## src/sv/gspa_pkg.sv

```systemverilog
`timescale 1ns / 1ps
`default_nettype none

package gspa_pkg;

  // pool size default
  localparam int unsigned POOL_SLOTS_DEF = 64;

  // fixed field widths of the stream payloads
  localparam int unsigned IDX_IN_W  = 7;
  localparam int unsigned GEN_W     = 32;
  localparam int unsigned GIDX_W    = 6;
  localparam int unsigned CNT_OUT_W = 7;
  localparam int unsigned CMD_W     = 2;
  localparam int unsigned S_TDATA_W = 40;
  localparam int unsigned M_TDATA_W = 56;

  // command codes
  localparam logic [CMD_W-1:0] CMD_ACQUIRE = 2'd0;
  localparam logic [CMD_W-1:0] CMD_RELEASE = 2'd1;
  localparam logic [CMD_W-1:0] CMD_CHECK   = 2'd2;

  // commands from controller to datapath
  typedef struct packed {
    logic load;    // capture the input beat
    logic lookup;  // pick the slot and read its state
    logic commit;  // execute, update state, load the result register
  } gspa_ctl_t;

endpackage

`default_nettype wire

```

## src/sv/gspa_ctrl.sv

```systemverilog
`timescale 1ns / 1ps
`default_nettype none

module gspa_ctrl
  import gspa_pkg::*;
(
  input  logic      clk_i,
  input  logic      rst_ni,
  input  logic      s_valid_i,
  output logic      s_ready_o,
  output logic      m_valid_o,
  input  logic      m_ready_i,
  output gspa_ctl_t ctl_o
);

  localparam logic [1:0] S_IDLE   = 2'd0;
  localparam logic [1:0] S_LOOKUP = 2'd1;
  localparam logic [1:0] S_EXEC   = 2'd2;

  logic [1:0] state_q, state_d;
  logic       out_valid_q, out_valid_d;
  logic       s_acc;
  logic       commit;

  assign s_ready_o = (state_q == S_IDLE);
  assign s_acc     = s_valid_i && s_ready_o;
  assign commit    = (state_q == S_EXEC) && (!out_valid_q || m_ready_i);
  assign m_valid_o = out_valid_q;

  assign ctl_o.load   = s_acc;
  assign ctl_o.lookup = (state_q == S_LOOKUP);
  assign ctl_o.commit = commit;

  // next state
  always_comb begin
    state_d = state_q;
    case (state_q)
      S_IDLE: begin
        if (s_acc) state_d = S_LOOKUP;
      end
      S_LOOKUP: begin
        state_d = S_EXEC;
      end
      S_EXEC: begin
        if (commit) state_d = S_IDLE;
      end
      default: begin
        state_d = S_IDLE;
      end
    endcase
  end

  // result register valid
  always_comb begin
    out_valid_d = out_valid_q;
    if (commit) begin
      out_valid_d = 1'b1;
    end else if (m_ready_i) begin
      out_valid_d = 1'b0;
    end
  end

  always_ff @(posedge clk_i or negedge rst_ni) begin
    if (!rst_ni) begin
      state_q     <= S_IDLE;
      out_valid_q <= 1'b0;
    end else begin
      state_q     <= state_d;
      out_valid_q <= out_valid_d;
    end
  end

  // one item in flight: no new beat right after an accept
  a_no_back_to_back: assert property (@(posedge clk_i) disable iff (!rst_ni)
    s_acc |=> !s_ready_o)
    else $error("input accepted while an item is in flight");

  // a result only appears from a commit
  a_result_from_commit: assert property (@(posedge clk_i) disable iff (!rst_ni)
    $rose(out_valid_q) |-> $past(state_q == S_EXEC))
    else $error("result raised outside execute");

  // a pending result is never overwritten
  a_no_overwrite: assert property (@(posedge clk_i) disable iff (!rst_ni)
    (out_valid_q && !m_ready_i) |-> !commit)
    else $error("commit over a pending result");

endmodule

`default_nettype wire

```

## src/sv/gspa_dpath.sv

```systemverilog
`timescale 1ns / 1ps
`default_nettype none

module gspa_dpath
  import gspa_pkg::*;
#(
  parameter int unsigned POOL_SLOTS = POOL_SLOTS_DEF
) (
  input  logic                 clk_i,
  input  logic                 rst_ni,
  input  gspa_ctl_t            ctl_i,
  input  logic [CMD_W-1:0]     cmd_i,
  input  logic [IDX_IN_W-1:0]  slot_index_i,
  input  logic [GEN_W-1:0]     handle_generation_i,
  output logic [M_TDATA_W-1:0] result_o
);

  localparam int unsigned IDX_W = (POOL_SLOTS > 1) ? $clog2(POOL_SLOTS) : 1;
  localparam int unsigned CNT_W = $clog2(POOL_SLOTS + 1);
  localparam int unsigned CW    = (CNT_W > IDX_IN_W) ? CNT_W : IDX_IN_W;
  localparam int unsigned GW    = (IDX_W > GIDX_W) ? IDX_W : GIDX_W;
  localparam int unsigned OW    = (CNT_W > CNT_OUT_W) ? CNT_W : CNT_OUT_W;
  localparam logic [IDX_W-1:0] LAST_POS = IDX_W'(POOL_SLOTS - 1);
  localparam logic [CNT_W-1:0] FULL_CNT = CNT_W'(POOL_SLOTS);
  localparam logic [CW-1:0]    IDX_LIM  = CW'(POOL_SLOTS);

  // captured input beat
  logic [CMD_W-1:0]    cmd_q;
  logic [IDX_IN_W-1:0] idx_q;
  logic [GEN_W-1:0]    hgen_q;

  // ring pointers, free count, first-lap marker
  logic [IDX_W-1:0] head_q, head_d, tail_q, tail_d;
  logic [CNT_W-1:0] free_q, free_d;
  logic             lap_q, lap_d;

  // memories: free ring and per-slot {active, generation}
  logic [IDX_W-1:0] ring_mem [POOL_SLOTS];
  logic [GEN_W:0]   slot_mem [POOL_SLOTS];
  logic [IDX_W-1:0] ring_rd_q;
  logic [GEN_W:0]   slot_rd_q;

  // selected slot and whether its entry has ever been written
  logic [IDX_W-1:0] sa_q, sa_d;
  logic             sv_q, sv_d;

  logic [CW-1:0]    idx_ext;
  logic             in_rng;
  logic [IDX_W-1:0] idx_addr, ring_sel;
  logic             old_act;
  logic [GEN_W-1:0] old_gen, new_gen;
  logic             acq_ok, rel_ok, chk_ok, ok;
  logic             slot_we, ring_we;
  logic [GEN_W:0]   slot_wdata;
  logic [CNT_W-1:0] act_cnt;
  logic [OW-1:0]    free_ext, act_ext;
  logic [GW-1:0]    gidx_ext;
  logic [GEN_W-1:0] ggen;
  logic [M_TDATA_W-1:0] result_q;

  // capture input
  always_ff @(posedge clk_i) begin
    if (ctl_i.load) begin
      cmd_q  <= cmd_i;
      idx_q  <= slot_index_i;
      hgen_q <= handle_generation_i;
    end
  end

  assign idx_ext  = CW'(idx_q);
  assign in_rng   = idx_ext < IDX_LIM;
  assign idx_addr = idx_ext[IDX_W-1:0];

  // ring read at head every cycle; before the head first wraps, the head itself serves as the slot index
  always_ff @(posedge clk_i) begin
    ring_rd_q <= ring_mem[head_q];
    if (ring_we) ring_mem[tail_q] <= sa_q;
  end

  assign ring_sel = lap_q ? ring_rd_q : head_q;
  assign sa_d     = (cmd_q == CMD_ACQUIRE) ? ring_sel : idx_addr;
  // slots are first acquired in index order, so slots below head have been written
  assign sv_d     = lap_q || (sa_d < head_q);

  // slot state read
  always_ff @(posedge clk_i) begin
    if (ctl_i.lookup) begin
      slot_rd_q <= slot_mem[sa_d];
      sa_q      <= sa_d;
      sv_q      <= sv_d;
    end
    if (slot_we) slot_mem[sa_q] <= slot_wdata;
  end

  assign old_act = sv_q && slot_rd_q[GEN_W];
  assign old_gen = sv_q ? slot_rd_q[GEN_W-1:0] : '0;
  assign new_gen = old_gen + 1'b1;

  // command outcome
  assign acq_ok = (cmd_q == CMD_ACQUIRE) && (free_q != '0);
  assign rel_ok = (cmd_q == CMD_RELEASE) && in_rng && old_act && (free_q != FULL_CNT);
  assign chk_ok = (cmd_q == CMD_CHECK) && in_rng && old_act && (old_gen == hgen_q);
  assign ok     = acq_ok || rel_ok || chk_ok;

  assign slot_we    = ctl_i.commit && (acq_ok || rel_ok);
  assign ring_we    = ctl_i.commit && rel_ok;
  assign slot_wdata = acq_ok ? {1'b1, new_gen} : {1'b0, old_gen};

  // pointer and count update
  always_comb begin
    head_d = head_q;
    tail_d = tail_q;
    free_d = free_q;
    lap_d  = lap_q;
    if (acq_ok) begin
      head_d = (head_q == LAST_POS) ? '0 : head_q + 1'b1;
      lap_d  = lap_q || (head_q == LAST_POS);
      free_d = free_q - 1'b1;
    end else if (rel_ok) begin
      tail_d = (tail_q == LAST_POS) ? '0 : tail_q + 1'b1;
      free_d = free_q + 1'b1;
    end
  end

  always_ff @(posedge clk_i or negedge rst_ni) begin
    if (!rst_ni) begin
      head_q <= '0;
      tail_q <= '0;
      free_q <= FULL_CNT;
      lap_q  <= 1'b0;
    end else if (ctl_i.commit) begin
      head_q <= head_d;
      tail_q <= tail_d;
      free_q <= free_d;
      lap_q  <= lap_d;
    end
  end

  // result packing
  assign act_cnt  = FULL_CNT - free_d;
  assign free_ext = OW'(free_d);
  assign act_ext  = OW'(act_cnt);
  assign gidx_ext = acq_ok ? GW'(sa_q) : '0;
  assign ggen     = acq_ok ? new_gen : '0;

  always_ff @(posedge clk_i) begin
    if (ctl_i.commit) begin
      result_q <= {1'b0, (free_d == FULL_CNT), (free_d == '0),
                   act_ext[CNT_OUT_W-1:0], free_ext[CNT_OUT_W-1:0],
                   ggen, gidx_ext[GIDX_W-1:0], ok};
    end
  end

  assign result_o = result_q;

  // free count never exceeds the pool
  a_free_bound: assert property (@(posedge clk_i) disable iff (!rst_ni)
    free_q <= FULL_CNT)
    else $error("free count above pool size");

  // empty or full ring means head and tail meet
  a_ptr_meet: assert property (@(posedge clk_i) disable iff (!rst_ni)
    (free_q == '0 || free_q == FULL_CNT) |-> (head_q == tail_q))
    else $error("head and tail apart on empty or full ring");

  // a granted slot takes one free slot
  a_acq_count: assert property (@(posedge clk_i) disable iff (!rst_ni)
    (ctl_i.commit && acq_ok) |=> (free_q == $past(free_q) - 1'b1))
    else $error("acquire did not decrement free count");

  // first-lap marker is sticky
  a_lap_sticky: assert property (@(posedge clk_i) disable iff (!rst_ni)
    !$fell(lap_q))
    else $error("lap marker cleared");

endmodule

`default_nettype wire

```

## src/sv/generational_slot_pool_allocator_core.sv

```systemverilog
`timescale 1ns / 1ps
`default_nettype none

// channel   dir  tdata (low bit up)                                  tuser
// s_axis    in   slot_index[6:0], handle_generation[38:7], pad        cmd[1:0]
// m_axis    out  ok, granted_index, granted_generation, free_slots,   -
//                active_slots, pool_empty, pool_full, pad
//
// each item passes through accept, slot lookup and execute; the result register
// loads at the execute edge. the two dependent memory reads (free ring at the
// head, then the slot's active bit and generation) set these steps.
// a result waiting at m_axis stalls the execute step, and no new beat is
// taken while it waits.
// reset clears pointers and counts at once; no clearing pass over the memories.

module generational_slot_pool_allocator_core
  import gspa_pkg::*;
#(
  parameter int unsigned POOL_SLOTS = POOL_SLOTS_DEF
) (
  input  logic                 clk_i,
  input  logic                 rst_ni,
  input  logic                 s_axis_tvalid,
  output logic                 s_axis_tready,
  input  logic [S_TDATA_W-1:0] s_axis_tdata,  // slot_index[6:0], handle_generation[38:7]
  input  logic [CMD_W-1:0]     s_axis_tuser,  // cmd[1:0]
  output logic                 m_axis_tvalid,
  input  logic                 m_axis_tready,
  output logic [M_TDATA_W-1:0] m_axis_tdata   // ok[0], granted_index[6:1],
                                              // granted_generation[38:7],
                                              // free_slots[45:39], active_slots[52:46],
                                              // pool_empty[53], pool_full[54]
);

  gspa_ctl_t ctl;

  gspa_ctrl u_ctrl (
    .clk_i     (clk_i),
    .rst_ni    (rst_ni),
    .s_valid_i (s_axis_tvalid),
    .s_ready_o (s_axis_tready),
    .m_valid_o (m_axis_tvalid),
    .m_ready_i (m_axis_tready),
    .ctl_o     (ctl)
  );

  gspa_dpath #(
    .POOL_SLOTS (POOL_SLOTS)
  ) u_dpath (
    .clk_i               (clk_i),
    .rst_ni              (rst_ni),
    .ctl_i               (ctl),
    .cmd_i               (s_axis_tuser),
    .slot_index_i        (s_axis_tdata[IDX_IN_W-1:0]),
    .handle_generation_i (s_axis_tdata[IDX_IN_W+GEN_W-1:IDX_IN_W]),
    .result_o            (m_axis_tdata)
  );

endmodule

`default_nettype wire
```

## config.mk

```make
export PLATFORM = sky130hd
export DESIGN_NAME = generational_slot_pool_allocator_core
export DESIGN_NICKNAME = d
export VERILOG_FILES = /design/src/sv/gspa_pkg.sv /design/src/sv/gspa_ctrl.sv /design/src/sv/gspa_dpath.sv /design/src/sv/generational_slot_pool_allocator_core.sv
export SDC_FILE = /design/constraint.sdc
export NUM_CORES = 2
export LEC_CHECK = 0
export BUFFER_PORTS_ARGS = -buffer_cell sky130_fd_sc_hd__buf_4
export CAP_MARGIN = 10
export CORE_UTILIZATION = 35
export CTS_BUF_LIST = sky130_fd_sc_hd__clkbuf_4
export DETAILED_ROUTE_END_ITERATION = 7
export PLACE_DENSITY_LB_ADDON = 0.2
export SYNTH_ARGS = -nofsm -noshare
export SYNTH_HDL_FRONTEND = slang
export SYNTH_HIERARCHICAL = 1
export SYNTH_SLANG_ARGS = --single-unit
```

## constraint.sdc

```tcl
create_clock -name clk_i -period 6.2 [get_ports clk_i]
set_clock_uncertainty 0.05 [all_clocks]
set_input_delay 0.93 -clock clk_i [delete_from_list [all_inputs] [get_ports clk_i]]
set_output_delay 0.93 -clock clk_i [all_outputs]
set_load 0.02 [all_outputs]
```

==> run metrics <==
status finished, final reports clean; clock tree sinks 2660; PD cells 373.4 mW/mm²; first-pass GRT wire length 464400 µm; Syn Nets 6790; crit end category register; Tot GR Track Use 21.12%; mux cell area share after synthesis 8.097%; EDFF count, synth 2631; largest net degree at the start of global routing 117; pre-CTS setup slack 1.318 ns; Syn-to-layout area delta 14.91%; required time of the critical path 7.24 ns; Crit path buffers/inverters 2; Distinct cells, synth 77; First DRT Iteration DRCs 7028; Fin. Hold Viols 0; Worst-path clk slew 0.06 ns; largest family of logic cells by synthesized area simple AND/OR/NAND/NOR gates; simple logic cell fraction of the synthesized area 9.070%; Die X 552.2 µm; fillers 27610; max-cap viol count 0; Final HPWL DP 181700 µm; Final #Nets 7434; Die ar. 0.3049 mm²; clock period minus worst slack 4.872 ns; CP max-delay cell xor2_4; Clock Latency Late Sink 1.40 ns; RePlAce Congestion 0.8173; compound-cell area share of the yosys netlist 4.567%; CTS root buf clkbuf_4; Primary FF master, synth edfxtp_1; setup TNS 0 ns; Starting Density 35.25%; Slew @ Worst Pin 1.287 ns; initial antenna violation count 18; Worst Setup Start Kind register; Slew Limit Headroom 14.06%; FF+latch count, synth 2660; Die H 552.2 µm; Largest delay share family, worst path simple AND/OR/NAND/NOR gates; I/O pin cnt 104; Syn Area/Cell 15.74 µm²; vias in the first global route 64190; Row Count 201; final setup margin 1.328 ns; drt drc 0; routed vias/inst 5.431; Async S/R FF share, synth 0.8647%; Worst VDD drop 179.4 µV; layout cells sized above 1 23.17%; Fmax 205.3 MHz; most used cell, CP buf_4; Synth Warn # 6; Gate Count Post-Synth 6732; fin area 0.1217 mm²; Post-Syn Area 0.1059 mm²; CP max FO 42; LEAKAGE 40.74 nW; WP data arrival 5.91 ns; Seq/Total Area, Yosys 75.23%; Final Setup Violations 0; antenna-violating nets left 0; Routed WL 330300 µm; kind of critical path register to register; routed vias 64110; hold crit path type input port to register; RSZ-0062 raised after global routing no; first-pass iteration count of the detailed router 6; FF-to-FF setup slack 1.33 ns; DR WL/cell 27.98 µm; placed cell area 0.1130 mm²; CTS Buf Count 678; H-tree level count 6; Final Cycle Share 78.58%; post-synthesis adder-cell area fraction 0.1417%; final slew viol count 0; core area 0.3005 mm²; port bufs 101; worst path cell trace buf_4 > and2_1 > ha_1 > nand3_1 > or3_1 > nor4_1 > nand4_1 > xor2_4 > buf_4; Crit path largest cell delay 1.08 ns; Overflow after GRT 0; clk buf depth 4; CTS tree yes; Post-Synth XOR/XNOR Area 0.7358%
==> final cells by class <==
cell class | instances | area, µm² | area share [%]
repair buffers | 387 | 3431 | 2.818
flip-flops and latches | 2660 | 79710 | 65.47
clock inverters | 144 | 812.0 | 0.6670
well taps | 3958 | 4952 | 4.068
clock buffers | 988 | 7417 | 6.092
diodes | 19 | 47.55 | 0.03905
multi-input cells | 3548 | 24960 | 20.50
inverters | 101 | 411.6 | 0.3381
==> what timing repair did <==
| item | 4_1_cts | 5_1_grt |
|---|---|---|
| endpoints found under the hold margin | 67 | 0 |
| gates resized for setup | 0 | 0 |
| buffers inserted | 0 | 0 |
| hold buffers | 46 | 0 |
==> sequential cells by signal (all words and copies together) (netlist names) <==
| signal | cells |
|---|---|
| u_ctrl/m_valid_o | 1 |
| u_ctrl/state_q | 2 |
| u_dpath/cmd_q | 2 |
| u_dpath/free_q | 7 |
| u_dpath/head_q | 6 |
| u_dpath/hgen_q | 32 |
| u_dpath/idx_ext | 7 |
| u_dpath/lap_q | 1 |
| u_dpath/result_o | 54 |
| u_dpath/ring_mem | 384 |
| u_dpath/ring_rd_q | 6 |
| u_dpath/sa_q | 6 |
| u_dpath/slot_mem | 2112 |
| u_dpath/slot_rd_q | 33 |
| u_dpath/sv_q | 1 |
| u_dpath/tail_q | 6 |
==> metrics by stage <==
stage               hold WS, ns  power, W  util (%)  instances
floorplan                0.4342   0.02736         -       6732
global placement         0.4540   0.03121     37.59      10610
detailed placement       0.4548   0.03130     37.59      10610
CTS                      0.1231   0.04593     40.49      11790
global route             0.1931   0.04729     40.50      11800
finish                   0.2857   0.04546     40.51      11810
==> metal layers <==
metal | global-route usage [%] | wire [µm]
met5 | 0 | 61
met2 | 34.84 | 159500
met3 | 3.453 | 23940
met1 | 28.13 | 136300
met4 | 7.549 | 10520
==> synthesized netlist by cell type (46+ instances only) <==
cell type / number / area (µm²)
a21oi_1: 132 / 660.6
buf_1: 65 / 244.0
buf_2: 146 / 730.7
clkbuf_1: 183 / 686.9
edfxtp_1: 2631 / 79010
inv_1: 94 / 352.8
mux2_2: 70 / 788.3
mux2i_1: 283 / 2833
mux4_2: 218 / 4910
nand2_1: 1114 / 4182
nand3_1: 569 / 2848
nand4_1: 54 / 337.8
nor2_1: 228 / 855.8
nor3_1: 46 / 230.2
o211ai_1: 224 / 1682
xnor2_1: 52 / 455.4
==> kinds of logic (layout without fill, tap and decap cells) <==
family,Yosys count,after routing
buf+inv,524,1620
fa+ha+maj,12,12
compound gates,690,690
mux,575,575
xor+xnor,89,89
simple gates,2181,2181
other cells,1,20
flops,2660,2660
==> layout by cell type, fill, tap and decap left out, drive strengths merged, types with 36 or more instances in the layout <==
cell and instances:
inv 119, mux4 218, buf 342, nor2 231, mux2 73, clkbuf 988, edfxtp 2631, xnor2 52
clkinv 112, o22ai 37, a31oi 40, nand2 1114, o211ai 224, dlygate4sd3 45, a21oi 132, xor2 37
a32oi 39, mux2i 284, nor4 36, nor3 46, o21ai 45, nand4 54, o221ai 39, nand3 569
==> path summary, 6_finish.rpt <==
path                                    from                       end  cells past startpoint
min                         s_axis_tdata[30]        u_dpath/hgen_q[23]                      2
min in group asynchronous             rst_ni         u_dpath/tail_q[4]                      4
max in group asynchronous             rst_ni         u_dpath/head_q[0]                      4
max reg2reg                     u_dpath/sv_q  u_dpath/slot_mem[52][20]                      9
min reg2reg                u_dpath/head_q[2]         u_dpath/head_q[2]                      1
max                             u_dpath/sv_q  u_dpath/slot_mem[52][20]                      9
==> power by group <==
group / total [W] / switching, W / internal, W
combinational: 0.00943 / 0.00648 / 0.00295
clock: 0.0146 / 0.00706 / 0.00751
sequential: 0.0215 / 0.000395 / 0.0211
Note: power is estimated with default switching activity, not from simulation.
